File: src/hdl/pnguf_pkg.sv
// Shared types and constants for the PNG scanline unfilter.
`default_nettype none
package pnguf_pkg;

  // Default sizes handed to the top level parameters
  localparam int MAX_WIDTH_DEF  = 4096;
  localparam int MAX_HEIGHT_DEF = 4096;
  localparam int MAX_BPP_DEF    = 4;

  // Width of clamped dimension values (holds up to 65536)
  localparam int DIM_W = 17;

  // Bits of a byte position within a pixel (up to 8 bytes per pixel)
  localparam int SLOT_W = 3;

  // Entries of the queue between front and back
  localparam int QUEUE_DEPTH = 4;

  // Register reset values
  localparam logic [2:0]  BPP_RESET    = 3'd4;
  localparam logic [12:0] WIDTH_RESET  = 13'd1;
  localparam logic [12:0] HEIGHT_RESET = 13'd1;

  // Largest legal filter code
  localparam logic [7:0] FILTER_MAX = 8'd4;

  typedef enum logic [2:0] {
    FILT_NONE  = 3'd0,
    FILT_SUB   = 3'd1,
    FILT_UP    = 3'd2,
    FILT_AVG   = 3'd3,
    FILT_PAETH = 3'd4
  } filter_t;

  typedef enum logic [1:0] {
    REG_BPP    = 2'd0,
    REG_WIDTH  = 2'd1,
    REG_HEIGHT = 2'd2
  } cfg_reg_t;

  // Per-byte control handed from front to back
  typedef struct packed {
    filter_t           filter;
    logic              bad;
    logic              first_col;
    logic              first_row;
    logic              last_col;
    logic              last_row;
    logic [SLOT_W-1:0] slot;
  } item_ctl_t;

endpackage
`default_nettype wire

File: src/hdl/pnguf_queue.sv
// Short queue of classified data bytes between front and back.
`default_nettype none
module pnguf_queue #(
  parameter int CW = 14,
  localparam int DEPTH = pnguf_pkg::QUEUE_DEPTH,
  localparam int AW = $clog2(DEPTH)
) (
  input  wire logic                 clk,
  input  wire logic                 rst,
  input  wire logic                 push,
  input  wire logic [7:0]           push_byte,
  input  wire logic [CW-1:0]        push_col,
  input  wire pnguf_pkg::item_ctl_t push_ctl,
  output logic                      full,
  output logic                      valid,
  input  wire logic                 pop,
  output logic [7:0]                head_byte,
  output logic [CW-1:0]             head_col,
  output pnguf_pkg::item_ctl_t      head_ctl
);

  logic [7:0]           byte_q [DEPTH];
  logic [CW-1:0]        col_q  [DEPTH];
  pnguf_pkg::item_ctl_t ctl_q  [DEPTH];
  logic [AW-1:0]        wr_ptr;
  logic [AW-1:0]        rd_ptr;
  logic [AW:0]          count;

  assign full      = (count == (AW+1)'(DEPTH));
  assign valid     = (count != '0);
  assign head_byte = byte_q[rd_ptr];
  assign head_col  = col_q[rd_ptr];
  assign head_ctl  = ctl_q[rd_ptr];

  always_ff @(posedge clk) begin
    if (push) begin
      byte_q[wr_ptr] <= push_byte;
      col_q[wr_ptr]  <= push_col;
      ctl_q[wr_ptr]  <= push_ctl;
    end
  end

  always_ff @(posedge clk) begin
    if (rst) begin
      wr_ptr <= '0;
      rd_ptr <= '0;
      count  <= '0;
    end else begin
      if (push) wr_ptr <= wr_ptr + AW'(1);
      if (pop)  rd_ptr <= rd_ptr + AW'(1);
      case ({push, pop})
        2'b10:   count <= count + (AW+1)'(1);
        2'b01:   count <= count - (AW+1)'(1);
        default: count <= count;
      endcase
    end
  end

  a_no_overflow: assert property (@(posedge clk) disable iff (rst)
    (full && !pop) |=> !$past(push) || (count == (AW+1)'(DEPTH)))
    else $error("queue written while full");

endmodule
`default_nettype wire

File: config.mk
export PLATFORM = sky130hd
export DESIGN_NAME = pnguf_queue
export DESIGN_NICKNAME = d
export VERILOG_FILES = /design/src/hdl/pnguf_pkg.sv /design/src/hdl/pnguf_queue.sv
export SDC_FILE = /design/constraint.sdc
export NUM_CORES = 1
export LEC_CHECK = 0
export ABC_AREA = 1
export BUFFER_PORTS_ARGS = -buffer_cell sky130_fd_sc_hd__buf_4
export CAP_MARGIN = 20
export CORE_ASPECT_RATIO = 0.6
export CORE_MARGIN = 10
export CORE_UTILIZATION = 52
export CTS_BUF_LIST = sky130_fd_sc_hd__clkbuf_2 sky130_fd_sc_hd__clkbuf_4 sky130_fd_sc_hd__clkbuf_8
export CTS_CLUSTER_DIAMETER = 120
export DETAILED_ROUTE_END_ITERATION = 12
export PLACE_DENSITY = 0.73
export SKIP_LAST_GASP = 1
export SYNTH_ARGS = -nofsm -noshare
export SYNTH_HDL_FRONTEND = slang
export SYNTH_SLANG_ARGS = --single-unit
File: constraint.sdc
create_clock -name clk -period 4.6 [get_ports clk]
set_input_delay 0.46 -clock clk [delete_from_list [all_inputs] [get_ports clk]]
set_output_delay 0.46 -clock clk [all_outputs]
set_load 0.03 [all_outputs]
==> impl_results.md <==
* H-tree Lvls at 4
* Routability cong. at 0.755
* Share of the synthesized area in the top cell type at 0.738
* CP endpoint kind: output port
* Required @ worst endpoint at 4.14 ns
* Setup violations, final at 0
* Place WS at 2.44 ns
* Vias in the first global route at 3,287
* Post-Route WL at 11,100 microns
* Post-synthesis net count at 421
* Setup slack after layout at 2.04 ns
* CTS buffer count at 17
* First-pass GRT wire length at 17,200 microns
* Synth cell types at 20
* Worst slew pin tran at 0.639 ns
* Nets at 498
* Post-synthesis async set-or-reset flop share at 0
* Area contributors post-synth: edfxtp_1 (74%), nor2_1 (5.3%), o21ai_0 (4.9%)
* Final ANT Viol Nets at 0
* VDD IR-drop max at 0.265 mV
* Critical path arrival at 2.10 ns
* Xor and xnor area share after synthesis at 0.00163
* Leading area contributor after synthesis: edfxtp_1
* Placed Cells at 570
* DR iter-0 viols at 220
* Core ar. at 9950 sq um
* Hold_buf cts at 0
* Ys Warns at 0
* Max Root-Sink Buffers at 2
* Die X-Extent at 151 microns
* Lkg Pwr at 2.31 nW
* Row count at 28
* DR pass1 iterations at 4
* Initial Util at 0.539
* Period utilisation layout at 0.556
* Post-Syn Instances at 378
* Power Total at 2.76 mW
* CP Max Fanout at 34
* WS Path Type: reg2out
* Skew-Pair Late Insertion Delay at 0.44 ns
* Max Clock Skew at 0.0105 ns
* Adder-cell area share of the yosys netlist at 0.0154
* Avg Inst Size Synth at 14.2 sq um
* Post CTS Setup Buffer Count at 0
* Synth top cells by count: edfxtp_1 (132), nor2_1 (76), o21ai_0 (53), o22ai_1 (33), o21ai_1 (18)
* Hold Crit Class: in2reg
* Clk slew on worst S/H paths at 0.07 ns
* Die Area at 14,900 sq um
* Max Freq at 391 MHz
* Post-synthesis compound-gate area fraction at 0.107
* Largest net degree at the start of global routing at 67
* Post-synth EDFFs at 132
* Outcome: completed
* Root Driver: clkbuf_8
* Total global-route track usage at 0.152
* I/O pins at 72
* Gr ovfl total at 0
* Critical Path Start Type: register
* Largest family of logic cells by synthesized area: compound AO/OA/AOI/OAI gates
* Fillers at 762
* Via count at 3,214
* Die Y-Extent at 98.7 microns
* # clock sinks at 141
* Crit path time final at 2.56 ns
* Top-count cell post-synth: edfxtp_1
* RSZ-0062 raised after global routing: no
* Non-filler cells, final at 603
* Multiplexer share of the synthesized area at 0
* Min-delay src: rst
* Share of cells above drive strength 1 at 0.233
* Avg Vias per Cell at 5.33
* Register area share after synthesis at 0.772
* PostCTS Resize Cnt at 0
* Pwr/cell area at 435 nW/um^2
* Simple-gate share of the synthesized area at 0.0622
* HPWL Detailed at 6570 microns
* Worst hold slack at 0.180 ns
* DRC at 0
* Post-Syn Area at 5370 sq um
* Final instance area at 6330 sq um
* CTS tree: built
* Setup TNS at 0 ns
* Share of the core filled with cells at 0.637
* Post-place instance area at 5950 sq um
* Register bit total from synthesis at 141
* Final Slew Violations at 0
* Initial antenna violation count at 0
* # port buffers at 71
* Hold Fails Final Rpt at 0
* Max cap viols at 0
* WL/cell at 18.4 microns
* Most used DFF post-synth: edfxtp_1
* Ant diodes at 0
* Slew headroom at 0.574
* Reg-to-reg startpoint: wr_ptr[0]
* Synthesis-to-finish area growth at 18.0%
power breakdown:
part           leakage (nW)  internal [mW]  switching [mW]  total, mW
clock                 0.195          0.492           0.422      0.915
combinational         0.826          0.121           0.243      0.364
sequential             1.29           1.46          0.0173       1.48
metal layers:
layer / GRT usage / share of wire / vias to the layer above
met4: 0.0641 / 0.011 / 0
li1: - / - / 1546
met3: 0.0594 / 0.077 / 11
met1: 0.199 / 0.46 / 1556
met2: 0.220 / 0.46 / 101
met5: 0 / 0 / -
cells by family after synthesis:
family | after synthesis
flops | 141
fa+ha+maj | 6
simple gates | 88
xor+xnor | 1
buf+inv | 35
compound gates | 107
area by class of cell:
class | instances | area [sq um] | share of cell area
clock buffer | 21 | 264 | 0.0417
inverter | 15 | 56.3 | 0.00889
timing repair buffer | 78 | 598 | 0.0944
sequential | 141 | 4150 | 0.654
multi-input combinational | 202 | 1000 | 0.158
tap | 135 | 169 | 0.0267
clock inverter | 11 | 100 | 0.0158
cell usage in the layout (no fill, tap or decap):
master / netlist / routed
a21oi_1: 3 / 3
buf_12: 0 / 1
buf_4: 0 / 77
bufinv_16: 0 / 2
clkbuf_4: 0 / 4
clkbuf_8: 0 / 17
clkinv_1: 0 / 4
clkinv_2: 0 / 5
dfxtp_1: 9 / 8
dfxtp_2: 0 / 1
edfxtp_1: 132 / 132
fa_1: 1 / 1
ha_1: 5 / 5
inv_1: 13 / 13
inv_2: 2 / 2
nand2_1: 10 / 10
nand4_1: 1 / 1
nor2_1: 76 / 76
nor3_1: 1 / 1
o21ai_0: 53 / 53
o21ai_1: 18 / 18
o22ai_1: 33 / 33
xor2_1: 1 / 1
critical path: stages, from the launching register on:
cell and delay, ns:
dfxtp_1 0.31, buf_4 0.25, inv_2 0.46, o21ai_1 0.14, o22ai_1 0.26, buf_4 0.23
state kept, by name, summed over array words and instances (netlist names), named ones only:
name,count
col_q,56
ctl_q,44
byte_q,32
count,3
rd_ptr,2
wr_ptr,2
final timing paths:
path | to | slack [ns] | depth (start not counted)
worst min register to register | register | 0.44 | 1
worst max register to register | ctl_q[0][4] | 3.08 | 5
worst max-delay path | head_ctl[0] | 2.04 | 5
worst min-delay path | count[0] | 0.18 | 2
Power figures use the tool's default switching activity.
