--- src/hdl/pnguf_pkg.sv ---
// Shared types and constants for the PNG scanline unfilter.
`default_nettype none
package pnguf_pkg;

  // Default sizes handed to the top level parameters
  localparam int MAX_WIDTH_DEF  = 4096;
  localparam int MAX_HEIGHT_DEF = 4096;
  localparam int MAX_BPP_DEF    = 4;

  // Width of clamped dimension values (holds up to 65536)
  localparam int DIM_W = 17;

  // Bits of a byte position within a pixel (up to 8 bytes per pixel)
  localparam int SLOT_W = 3;

  // Entries of the queue between front and back
  localparam int QUEUE_DEPTH = 4;

  // Register reset values
  localparam logic [2:0]  BPP_RESET    = 3'd4;
  localparam logic [12:0] WIDTH_RESET  = 13'd1;
  localparam logic [12:0] HEIGHT_RESET = 13'd1;

  // Largest legal filter code
  localparam logic [7:0] FILTER_MAX = 8'd4;

  typedef enum logic [2:0] {
    FILT_NONE  = 3'd0,
    FILT_SUB   = 3'd1,
    FILT_UP    = 3'd2,
    FILT_AVG   = 3'd3,
    FILT_PAETH = 3'd4
  } filter_t;

  typedef enum logic [1:0] {
    REG_BPP    = 2'd0,
    REG_WIDTH  = 2'd1,
    REG_HEIGHT = 2'd2
  } cfg_reg_t;

  // Per-byte control handed from front to back
  typedef struct packed {
    filter_t           filter;
    logic              bad;
    logic              first_col;
    logic              first_row;
    logic              last_col;
    logic              last_row;
    logic [SLOT_W-1:0] slot;
  } item_ctl_t;

endpackage
`default_nettype wire

--- src/hdl/pnguf_front.sv ---
// Front end: splits filter bytes from data bytes and tracks row position.
`default_nettype none
module pnguf_front #(
  parameter int MAX_WIDTH  = pnguf_pkg::MAX_WIDTH_DEF,
  parameter int MAX_HEIGHT = pnguf_pkg::MAX_HEIGHT_DEF,
  parameter int MAX_BPP    = pnguf_pkg::MAX_BPP_DEF,
  localparam int KW = $clog2(MAX_BPP),
  localparam int CW = $clog2(MAX_WIDTH * MAX_BPP),
  localparam int RW = (MAX_HEIGHT > 1) ? $clog2(MAX_HEIGHT) : 1,
  localparam int LW = pnguf_pkg::DIM_W + 1
) (
  input  wire logic                     clk,
  input  wire logic                     rst,
  input  wire logic [KW-1:0]            bpp_m1,
  input  wire logic [pnguf_pkg::DIM_W-1:0] eff_width,
  input  wire logic [pnguf_pkg::DIM_W-1:0] eff_height,
  input  wire logic                     in_valid,
  input  wire logic [7:0]               in_byte,
  output logic                          in_ready,
  input  wire logic                     q_full,
  output logic                          push,
  output logic [7:0]                    push_byte,
  output logic [CW-1:0]                 push_col,
  output pnguf_pkg::item_ctl_t          push_ctl
);

  logic                expect_filter;
  pnguf_pkg::filter_t  filter;
  logic                bad;
  logic [CW-1:0]       col;
  logic [KW-1:0]       res [3:MAX_BPP];
  logic [KW-1:0]       k;
  logic [RW-1:0]       row;
  logic [LW-1:0]       row_len;
  logic                fire;
  logic                last_col;
  logic                last_row;

  assign in_ready = !q_full;
  assign fire     = in_valid && in_ready;
  assign push     = fire && !expect_filter;

  // Row length in bytes follows the registers at once
  assign row_len  = LW'(bpp_m1) * LW'(eff_width) + LW'(eff_width);
  assign last_col = (LW'(col) + LW'(1)) >= row_len;
  assign last_row = (pnguf_pkg::DIM_W'(row) + pnguf_pkg::DIM_W'(1)) >= eff_height;

  // Byte position within the pixel for the pixel size now in force
  always_comb begin
    k = res[3];
    for (int m = 4; m <= MAX_BPP; m++) begin
      if (bpp_m1 == KW'(m - 1)) k = res[m];
    end
  end

  assign push_byte = in_byte;
  assign push_col  = col;
  always_comb begin
    push_ctl.filter    = filter;
    push_ctl.bad       = bad;
    push_ctl.first_col = (col == '0);
    push_ctl.first_row = (row == '0);
    push_ctl.last_col  = last_col;
    push_ctl.last_row  = last_col && last_row;
    push_ctl.slot      = pnguf_pkg::SLOT_W'(k);
  end

  always_ff @(posedge clk) begin
    if (rst) begin
      expect_filter <= 1'b1;
      filter        <= pnguf_pkg::FILT_NONE;
      bad           <= 1'b0;
      col           <= '0;
      row           <= '0;
      for (int m = 3; m <= MAX_BPP; m++) res[m] <= '0;
    end else if (fire) begin
      if (expect_filter) begin
        // Out-of-range code: pass the row through and flag it
        if (in_byte > pnguf_pkg::FILTER_MAX) begin
          bad    <= 1'b1;
          filter <= pnguf_pkg::FILT_NONE;
        end else begin
          bad    <= 1'b0;
          filter <= pnguf_pkg::filter_t'(in_byte[2:0]);
        end
        expect_filter <= 1'b0;
        col           <= '0;
        for (int m = 3; m <= MAX_BPP; m++) res[m] <= '0;
      end else if (last_col) begin
        expect_filter <= 1'b1;
        col           <= '0;
        for (int m = 3; m <= MAX_BPP; m++) res[m] <= '0;
        row           <= last_row ? '0 : row + RW'(1);
      end else begin
        col <= col + CW'(1);
        // Column residue for every supported pixel size
        for (int m = 3; m <= MAX_BPP; m++) begin
          res[m] <= (res[m] == KW'(m - 1)) ? '0 : res[m] + KW'(1);
        end
      end
    end
  end

  a_row_end_expects_filter: assert property (@(posedge clk) disable iff (rst)
    (push && push_ctl.last_col) |=> expect_filter)
    else $error("row end did not rearm filter byte");

  a_last_row_on_last_col: assert property (@(posedge clk) disable iff (rst)
    (push && push_ctl.last_row) |=> (row == '0))
    else $error("row counter not wrapped after image end");

endmodule
`default_nettype wire

--- config.mk ---
export PLATFORM = sky130hd
export DESIGN_NAME = pnguf_front
export DESIGN_NICKNAME = d
export VERILOG_FILES = /design/src/hdl/pnguf_pkg.sv /design/src/hdl/pnguf_front.sv
export SDC_FILE = /design/constraint.sdc
export NUM_CORES = 1
export LEC_CHECK = 0
export BUFFER_PORTS_ARGS = -buffer_cell sky130_fd_sc_hd__buf_2
export CORE_UTILIZATION = 45
export CTS_BUF_LIST = sky130_fd_sc_hd__clkbuf_2
export DETAILED_ROUTE_END_ITERATION = 8
export GPL_TIMING_DRIVEN = 1
export PLACE_DENSITY = 0.67
export SYNTH_ARGS = -nofsm -noshare
export SYNTH_HDL_FRONTEND = slang
export SYNTH_SLANG_ARGS = --single-unit
--- constraint.sdc ---
create_clock -name clk -period 5.19 [get_ports clk]
set_clock_uncertainty 0.05 [all_clocks]
set_input_delay 0.2595 -clock clk [delete_from_list [all_inputs] [get_ports clk]]
set_output_delay 0.2595 -clock clk [all_outputs]
set_load 0.02 [all_outputs]
==> metrics.md, run 1 <==
| Metric | Value |
|---|---|
| Pleak | ~2.4 nW |
| Min cycle time layout | between 4 and 5 ns |
| 1st-iter DRT viols | 120 |
| Die height | 97.9 µm |
| Initial antenna violation count | 0 |
| Placed cell count | 683 |
| HP Class | in -> reg |
| First-pass GRT wire length | 15600 µm |
| Startpoint types | input port |
| WS Path Type | in -> out |
| Routed len/inst | 12.9 µm |
| Ys async rst share | 0% |
| Vias per inst | 5.38 |
| Gr ovfl total | 0 |
| Filler cell count | 860 |
| CTS Sinks | 35 |
| Hold violation count in the final report | 0 |
| WP data required | 4.88 ns |
| I/O pin count | 83 |
| Gpl congestion | 0.862 |
| Syn Nets | between 600 and 700 |
| Share of cells above drive strength 1 | 18.2% |
| Die W | 97.9 µm |
| FMAX | 207 MHz |
| CTS resizes | 0 |
| Leading area contributor after synthesis | ha_1 |
| Nets | 697 |
| Non-Filler Instances | 691 |
| Area grow syn2layout | 10.5% |
| Core outline area | 8810 µm² |
| Pre-CTS setup slack | 0.283 ns |
| Post-synth EDFFs | 4 |
| DP Wirelength | ~7500 µm |
| TritonCTS clock tree | done |
| Max Cap Viol | 0 |
| Failing checks | DRC |
| Post-CTS setup buffers | 0 |
| Vias | 3718 |
| Starting density of the core | roughly 47% |
| Synth Flop Type | dfxtp_1 |
| Yosys reg bits | 35 |
| Post-synth design cell area | 4140 µm² |
| Worst-Margin Slew | between 0.8 and 0.9 ns |
| CTS Buf Count | 5 |
| Final Max Slew Viols | 0 |
| Wirelength, routed | 8890 µm |
| YS warnings | 0 |
| CP Data Arrival Time | between 4 and 5 ns |
| Instance count of the mapped netlist | around 520 |
| DR pass1 iterations | 7 |
| Diode count | 0 |
| Drt drc | 3 |
| Pwr Density | 166 nW/µm² |
| WHS | 0.103 ns |
| IO Port Bufs | 81 |
| Clk buf depth | 2 |
| Setup violations, final | 0 |
| Vias in the first global route | 3492 |
| Die area | 9580 µm² |
| Sum Neg Setup Slack | 0 ns |
| GRT Util Overall | between 10% and 20% |
| Worst IR Drop VDD | 71.1 µV |
| Worst-Skew Late Latency | 0.38 ns |
| RSZ-0062 raised after global routing | no |
| Clk slew on worst S/H paths | 0.15 ns |
| Clock root buffer | clkbuf_2 |
| Period utilization | 93.0% |
| Distinct cells, synth | 64 |
| CTS hold repair buffers | 0 |
| Flop-to-flop setup slack | 1.27 ns |
| Crit Path Max Fanout | 19 |
| Max_slew headroom | between 40% and 50% |
| Final WS setup | 0.363 ns |
| Outcome | finished, violations left |
| Worst setup EP type | output pin |
| Final Power | approximately 0.76 mW |
| Largest net degree at the start of global routing | 20 |
| Syn_area_per_cell | 7.94 µm² |
| Antenna Violating Nets Remaining | 0 |
| Cell Rows | 34 |
| H-tree lvl count | 2 |
| Most area-consuming cells after synthesis | ha_1 15%, dfxtp_1 15%, fa_1 8.2% |
| Synth top area share | 15.1% |
| Post-synthesis sequential area ratio | 17.9% |
[cell type report]
class / instances / area (µm²) / share of cell area (%)
repair buffers: 81 / 408 / 8.92
inverters: 74 / 278 / 6.08
clock inverters: 2 / 8.76 / 0.192
clock buffers: 6 / 30.0 / 0.657
flip-flops and latches: 35 / 741 / 16.2
multi-input cells: 385 / 2970 / 65.0
well taps: 108 / 135 / 2.96
[through the flow]
stage | util (%) | cell area, µm²
2_1_floorplan | - | 4140
3_3_place_gp | 51.4 | 4530
3_5_place_dp | 51.4 | 4530
4_1_cts | 51.9 | 4570
5_1_grt | 51.9 | 4570
6_report | 51.9 | 4570
[flip-flops by register name (all words and copies together), names as in the netlist]
signal	count
row	12
bad	1
res	4
push_col	14
filter	3
expect_filter	1
[layer usage]
layer | vias up | routed length [µm] | GRT usage [%]
met3 | 7 | 301 | 1.72
met2 | 75 | 4100 | 32.5
met4 | 0 | 88 | 3.85
li1 | 1916 | - | -
met1 | 1720 | 4400 | 26.8
met5 | - | 0 | 0
[power by group]
| group | internal (mW) | switching (mW) | leakage (nW) | total [mW] |
|---|---|---|---|---|
| Sequential | 0.277 | 0.00225 | 0.293 | 0.279 |
| Clock | 0.0332 | 0.0927 | 0.0304 | 0.126 |
| Combinational | 0.147 | 0.208 | 2.07 | 0.355 |
| Total | 0.457 | 0.303 | 2.39 | 0.760 |
[cell families after synthesis]
kind of cell    synth area share [%]
simple gates                    19.9
compound gates                  19.6
buf+inv                         10.3
fa+ha+maj                       23.4
xor+xnor                        7.41
flops                           17.9
mux                             1.51
other cells                   0.0907
[critical path: stages]
cell,delay [ns]
buf_2,0.27
nand2_1,0.11
fa_1,0.48
inv_1,0.04
ha_1,0.24
fa_1,0.45
a211oi_2,0.27
o21ai_2,0.13
a21o_1,0.19
a21oi_1,0.16
xor2_1,0.18
ha_1,0.27
a21oi_1,0.14
o21ai_0,0.11
a221o_1,0.36
a31oi_1,0.15
and4bb_4,0.25
nand2_2,0.18
inv_2,0.09
buf_2,0.17
[cell usage after synthesis, types with 4 or more instances]
| master | n |
|---|---|
| inv_1 | 73 |
| nand2_1 | 58 |
| ha_1 | 50 |
| dfxtp_1 | 31 |
| a21oi_1 | 26 |
| nor2_1 | 26 |
| xnor2_1 | 23 |
| nand3_1 | 19 |
| a21o_1 | 17 |
| fa_1 | 17 |
| o21ai_0 | 15 |
| clkbuf_1 | 12 |
| xor2_1 | 12 |
| and2_1 | 11 |
| buf_4 | 11 |
| nor3_1 | 11 |
| o211ai_1 | 8 |
| a32o_1 | 7 |
| nand4_1 | 7 |
| a31oi_1 | 5 |
| and3_1 | 5 |
| nor4_1 | 5 |
| a211oi_1 | 4 |
| edfxtp_1 | 4 |
| mux2i_1 | 4 |
[final timing paths]
kind                            depth (start not counted)                   endpoint                startpoint
worst min register to register                          1     filter[2]$_SDFFE_PP0P_    filter[2]$_SDFFE_PP0P_
worst min-delay path                                    2     filter[0]$_SDFFE_PP0P_                in_byte[0]
worst max-delay path                                   20                push_ctl[4]                 bpp_m1[0]
worst max register to register                         15  push_col[10]$_SDFFE_PP0P_  push_col[0]$_SDFFE_PP0P_
[layout by cell type, fill, tap and decap left out, drive strengths merged, types with 3 or more instances in the layout]
cell,instances
buf,80
inv,74
nand2,59
ha,50
dfxtp,31
a21oi,28
nor2,26
xnor2,23
nand3,20
o21ai,19
a21o,17
fa,17
xor2,12
and2,12
nor3,11
o211ai,9
nand4,7
a32o,7
clkbuf,7
a211oi,6
and3,5
a31oi,5
nor4,5
mux2i,4
edfxtp,4
nor2b,3
a41oi,3
or4,3
o41ai,3
nor3b,3
a22o,3
Note: power is estimated with default switching activity, not from simulation.
==> run 2, diff against run 1 <==
- PLACE_DENSITY: 0.67 -> 0.64
- clock period: 5.19 -> 5 ns (I/O delays scaled with it)
==> run 2 against run 1 <==
The run still ends with DRC left. First-iteration DRC count shrank 26%. Register-to-register slack lost 0.24 ns. Sequential power grew 4%. Critical path type unchanged. Critical endpoint is now push_ctl[3]. Largest cell class unchanged. Highest routed layer unchanged.
==> metrics.md, run 2 (synthesis gave the netlist of run 1 again) <==
| Metric | Value |
|---|---|
| Outcome | finished, violations left |
| Failing checks | DRC |
| WHS | 0.0912 ns (-0.0120 ns) |
| TritonCTS clock tree | done |
| Starting density of the core | 47.0% (unchanged) |
| CTS Buf Count | 5 (unchanged) |
| Worst-Margin Slew | 0.921 ns (+0.0352 ns) |
| Die W | 97.9 µm (unchanged) |
| CTS Sinks | 35 (unchanged) |
| H-tree lvl count | 2 (unchanged) |
| Hold violation count in the final report | 0 (unchanged) |
| IO Port Bufs | 81 (unchanged) |
| Die area | 9580 µm² (unchanged) |
| DP Wirelength | 7510 µm (+0.43%) |
| I/O pin count | 83 (unchanged) |
| Clk buf depth | 2 (unchanged) |
| Wirelength, routed | 8970 µm (+0.93%) |
| Die height | 97.9 µm (unchanged) |
| Reg2Reg Depth | 15 (unchanged) |
| Origin of the critical flop-to-flop path | push_col[0]$_SDFFE_PP0P_ |
| CP Data Arrival Time | 4.46 ns (-0.06 ns) |
| Core outline area | 8810 µm² (unchanged) |
| Commonest cells after routing, fill and taps aside | 79 x buf_2, 73 x inv_1, 58 x nand2_1, 50 x ha_1, 31 x dfxtp_1 |
| Area grow syn2layout | 11.3% |
| Gpl congestion | 0.858 (-0.52%) |
| Worst IR Drop VDD | 117 µV (+65%) |
| Worst min-delay path startpoint | in_byte[1] |
| Setup violations, final | 0 (unchanged) |
| Gr ovfl total | 0 (unchanged) |
| Crit Path Max Fanout | 18 (-1) |
| GRT met2 Usage | 32.8% (+0.27 points) |
| RSZ-0062 raised after global routing | no |
| Clock root buffer | clkbuf_2 |
| DR pass1 iterations | 7 (unchanged) |
| Drt drc | 4 (+1) |
| Most common cell after layout, fill and taps aside | buf_2 |
| Largest net degree at the start of global routing | 20 (unchanged) |
| First-pass GRT wire length | 15500 µm (-0.31%) |
| Clk slew on worst S/H paths | 0.17 ns (+0.02 ns) |
| Max Cap Viol | 0 (unchanged) |
| Routed len/inst | 13.0 µm (+0.93%) |
| Period utilization | 95.3% |
| Pleak | 2.41 nW (+0.82%) |
| FMAX | roughly 210 MHz |
| Pwr Density | 181 nW/µm² (+8.9%) |
| Share of cells above drive strength 1 | 18.2% (unchanged) |
| Met1 track demand over resource | 26.2% (-0.64 points) |
| Worst R2R End | push_col[6]$_SDFFE_PP0P_ |
| HP Class | in -> reg |
| Nets | 697 (unchanged) |
| Vias per inst | 5.28 (-1.9%) |
| Sum Neg Setup Slack | 0 ns (unchanged) |
| Hold depth | 2 (unchanged) |
| Worst-Skew Late Latency | 0.36 ns (-0.02 ns) |
| Worst Setup SP | bpp_m1[1] |
| GRT met3 Usage | 1.79% (+0.072 points) |
| Diode count | 0 (unchanged) |
| GRT Util Overall | 19.1% (-0.12 points) |
| Worst setup EP type | output pin |
| Startpoint types | input port |
| WP data required | 4.70 ns (-0.18 ns) |
| WS Path Type | in -> out |
| Min cycle time layout | between 4 and 5 ns |
| Antenna Violating Nets Remaining | 0 (unchanged) |
| Final Max Slew Viols | 0 (unchanged) |
| Vias in the first global route | 3491 (-0.029%) |
| Largest register FFs | 14 (unchanged) |
| Max_slew headroom | 38.1% (-2.4 points) |
| Initial antenna violation count | 0 (unchanged) |
| GR peak layer | met2 |
| Flop-to-flop setup slack | 1.03 ns (-0.24 ns) |
| Cell Rows | 34 (unchanged) |
| Vias | 3648 (-1.9%) |
| Hold EP | filter[1]$_SDFFE_PP0P_ |
| 1st-iter DRT viols | 89 (-26%) |
[run 2: cell count changes in the layout (fill, tap and decap cells not counted)]
cell and change:
clkbuf_2 -1, nand2_4 +1, clkbuf_4 +1, nand2_2 -1, bufinv_16 +1, buf_2 -1
[run 2: how the worst max path moves through the flow]
stage                                            to
after floorplan           push_col[10]$_SDFFE_PP0P_
after global placement                  push_ctl[3]
after detailed placement        row[2]$_SDFFE_PP0P_
after CTS                               push_ctl[4]
after global routing                    push_ctl[3]
final                                   push_ctl[3]
[run 2: area by class of cell]
cell class                 count  area [µm²]
fill                         872        4200
clock inverter                 3        38.8
timing repair buffer          81         410
clock buffer                   5        25.0
inverter                      74         278
tap                          108         135
multi-input combinational    385        2980
sequential                    35         741
[run 2: routing by layer]
metal | vias up | wire length [µm]
met1 | 1668 | 4490
li1 | 1919 | -
met4 | 0 | 44
met5 | - | 0
met2 | 59 | 4170
met3 | 2 | 272
[run 2: timing repair]
| item | 4_1_cts | 5_1_grt |
|---|---|---|
| setup buffers | 0 | 0 |
| setup endpoints to repair | 0 | 2 |
| gates resized for setup | 0 | 3 |
| hold buffers | 0 | 0 |
[run 2: metrics by stage]
step                setup slack [ns]  util (%)  cells  cell area (µm²)  total power [mW]
floorplan                      0.161         -    521             4140             0.580
global placement               0.251      51.4    683             4530             0.653
detailed placement            0.0679      51.4    683             4530             0.663
CTS                           0.0817      52.2    691             4590             0.841
global route                0.000935      52.3    691             4600             0.909
finish                         0.235      52.3    691             4600             0.834
[run 2: critical path, cell delays in order]
cell and delay (ns):
clkbuf_4 0.23, nand2_1 0.10, fa_1 0.51, inv_1 0.04, ha_1 0.23, fa_1 0.45, a211oi_2 0.27, o21ai_2 0.14
a21o_1 0.19, a21oi_1 0.17, xor2_1 0.19, ha_1 0.27, a21oi_1 0.14, o21ai_0 0.11, a221o_1 0.36, a31oi_1 0.16
and4bb_4 0.25, nand2_4 0.14, nor2_1 0.06, buf_2 0.19
[run 2: report_power, final]
group          internal [mW]  switching, mW
registers              0.288        0.00237
logic                  0.152          0.217
clock network         0.0824         0.0927
total                  0.522          0.312
==> run 3, diff against run 2 <==
- CORE_UTILIZATION: 45 -> 50
- PLACE_DENSITY: 0.64 -> 0.71
==> run 3 against run 2 <==
The flow now finishes without violations. Total power rose by 7.5%. Utilization rose by 6.8 points. First-iteration DRC count rose by 55%. Via count rose by 1.7%. Sequential share of layout area fell by 0.11 points. Largest cell class unchanged.
==> metrics.md, run 3 (synthesis gave the netlist of run 1 again) <==
| Metric | Value |
|---|---|
| 1st-iter DRT viols | 138 (+55%) |
| CTS Sinks | 35 (unchanged) |
| Max_slew headroom | 42.5% (+4.4 points) |
| Wirelength, routed | 8860 µm (-1.2%) |
| Setup violations, final | 0 (unchanged) |
| DP Area | 4530 µm² (unchanged) |
| CTS hold repair buffers | 0 (unchanged) |
| Largest net degree at the start of global routing | 20 (unchanged) |
| CP cell instances | buf_4, nand2_1, fa_1, inv_1, ha_1, fa_2, a211oi_2, o21ai_2, o21a_1, nor2_1, xor2_1, ha_1, a41oi_1, o21ai_0, a221o_1, a31oi_1, and4bb_4, nand2_4, nor2_1, buf_2 |
| GRT Util Overall | 21.0% (+1.8 points) |
| Diode count | 0 (unchanged) |
| Vias in the first global route | 3396 (-2.7%) |
| Vias | 3710 (+1.7%) |
| Outcome | finished clean |
| CP bufs+invs | 3 (unchanged) |
| Slowest-stage cell, CP | fa_1 |
| Final WS setup | 0.359 ns (+0.124 ns) |
| Clock root buffer | clkbuf_2 |
| Area grow syn2layout | 12.1% |
| CTS Buf Count | 5 (unchanged) |
| Pre-CTS setup slack | 0.114 ns (+0.0466 ns) |
| Largest register FFs | 14 (unchanged) |
| Starting density of the core | 52.7% (+5.7 points) |
| Die W | 93.0 µm (-5.0%) |
| First-pass GRT wire length | 14900 µm (-3.7%) |
| Max incr delay on CP | 0.48 ns (-0.03 ns) |
| Worst-Skew Late Latency | 0.39 ns (+0.03 ns) |
| Reg2Reg Depth | 15 (unchanged) |
| Die height | 93.0 µm (-5.0%) |
| Gpl congestion | 0.863 (+0.64%) |
| Drt drc | 0 (-4) |
| Pleak | 2.42 nW (+0.52%) |
| Post-CTS setup buffers | 0 (unchanged) |
| Period utilization | 92.8% (-2.5 points) |
| TritonCTS clock tree | done |
| Routed len/inst | 12.9 µm (-0.53%) |
| CP Data Arrival Time | 4.34 ns (-0.12 ns) |
| Top Family by Delay on Critical Path | adder cells |
| Initial antenna violation count | 0 (unchanged) |
| Clk slew on worst S/H paths | 0.18 ns (about the same) |
| Max Cap Viol | 0 (unchanged) |
| WS Path Type | in -> out |
| Worst IR Drop VDD | 143 µV (+22%) |
| H-tree lvl count | 2 (unchanged) |
| Antenna Violating Nets Remaining | 0 (unchanged) |
| Die area | 8640 µm² (-9.8%) |
| I/O pin count | 83 (unchanged) |
| Nets | 698 (+0.14%) |
| Non-Filler Instances | 686 (-0.72%) |
| Hold depth | 2 (unchanged) |
| WP data required | 4.70 ns (about the same) |
| RSZ-0062 raised after global routing | no |
| DR pass1 iterations | 4 (-3) |
| CP Depth | 20 (unchanged) |
| Min cycle time layout | 4.64 ns (-0.124 ns) |
| Sum Neg Setup Slack | 0 ns (unchanged) |
| Core outline area | 7850 µm² (-11%) |
| DP Wirelength | 7420 µm (-1.2%) |
| FMAX | 215 MHz (+2.7%) |
| Worst setup EP type | output pin |
| Vias per inst | 5.41 (+2.4%) |
| Most common cell after layout, fill and taps aside | buf_2 |
| Final Power | 0.896 mW (+7.5%) |
| Worst-Margin Slew | 0.856 ns (-0.0650 ns) |
| Post-route cell area | 4640 µm² (+0.68%) |
| Commonest cells after routing, fill and taps aside | 79 x buf_2, 73 x inv_1, 58 x nand2_1, 50 x ha_1, 31 x dfxtp_1 |
| IO Port Bufs | 81 (unchanged) |
| Hold violation count in the final report | 0 (unchanged) |
| Gr ovfl total | 0 (unchanged) |
| Final Max Slew Viols | 0 (unchanged) |
| Cell Rows | 32 (-5.9%) |
| Clk buf depth | 2 (unchanged) |
| Crit Path Max Fanout | 19 (+1) |
| HP Class | in -> reg |
| Share of cells above drive strength 1 | 18.7% (+0.48 points) |
| Placed cell count | 678 (-0.73%) |
| Startpoint types | input port |
| Pwr Density | 193 nW/µm² (+6.8%) |
[run 3: cell count changes in the layout (fill, tap and decap cells not counted), sizes merged]
cell      before  now
buf           79   81
clkinv         2    0
bufinv         1    2
clkbuf         7    6
clkinvlp       0    1
[run 3: final cells by class]
type	instances	area [µm²]
Clock buffer	5	25.0
Clock inverter	3	67.6
Fill cell	732	3210
Inverter	74	278
Multi-Input combinational cell	385	2980
Sequential cell	35	741
Tap cell	102	128
Timing Repair Buffer	82	418
[run 3: per-stage QoR]
stage | util (%) | hold WS [ns]
6_report | 59.1 | 0.0633
5_1_grt | 59.1 | 0.0477
4_1_cts | 58.9 | 0.0499
3_5_place_dp | 57.7 | 0.405
3_3_place_gp | 57.7 | 0.408
2_1_floorplan | - | 0.333
[run 3: path summary, 6_finish.rpt]
check	start	slack (ns)	end
setup / recovery	bpp_m1[0]	0.36	push_ctl[3]
setup reg to reg	push_col[0]$_SDFFE_PP0P_	1.03	push_col[2]$_SDFFE_PP0P_
hold reg to reg	filter[0]$_SDFFE_PP0P_	0.44	filter[0]$_SDFFE_PP0P_
hold / removal	in_byte[0]	0.06	filter[0]$_SDFFE_PP0P_
[run 3: routing by layer]
metal / share of wire (%) / GRT usage, % / up-vias
met2: 47 / 35.7 / 79
met1: 49 / 28.8 / 1705
li1: - / - / 1919
met5: 0 / 0 / -
met3: 3.4 / 1.97 / 7
met4: 0.87 / 4.10 / 0
[run 3: worst register-to-register path: cells and delay by family (launching register included)]
| family | cells | cell delay (ns) |
|---|---|---|
| AO/OA/AOI/OAI | 6 | 1.23 |
| AND/OR/NAND/NOR | 6 | 1.30 |
| XOR/XNOR | 1 | 0.24 |
| flip-flops | 1 | 0.51 |
| adder cells (fa/ha/maj) | 2 | 0.60 |
[run 3: power by group]
group / switching [mW] / internal, mW
sequential: 0.00249 / 0.288
clock: 0.101 / 0.134
combinational: 0.218 / 0.153
[run 3: what timing repair did]
action	4_1_cts	5_1_grt
resized for setup	0	5
hold endpoints to repair	0	0
setup endpoints to repair	0	2
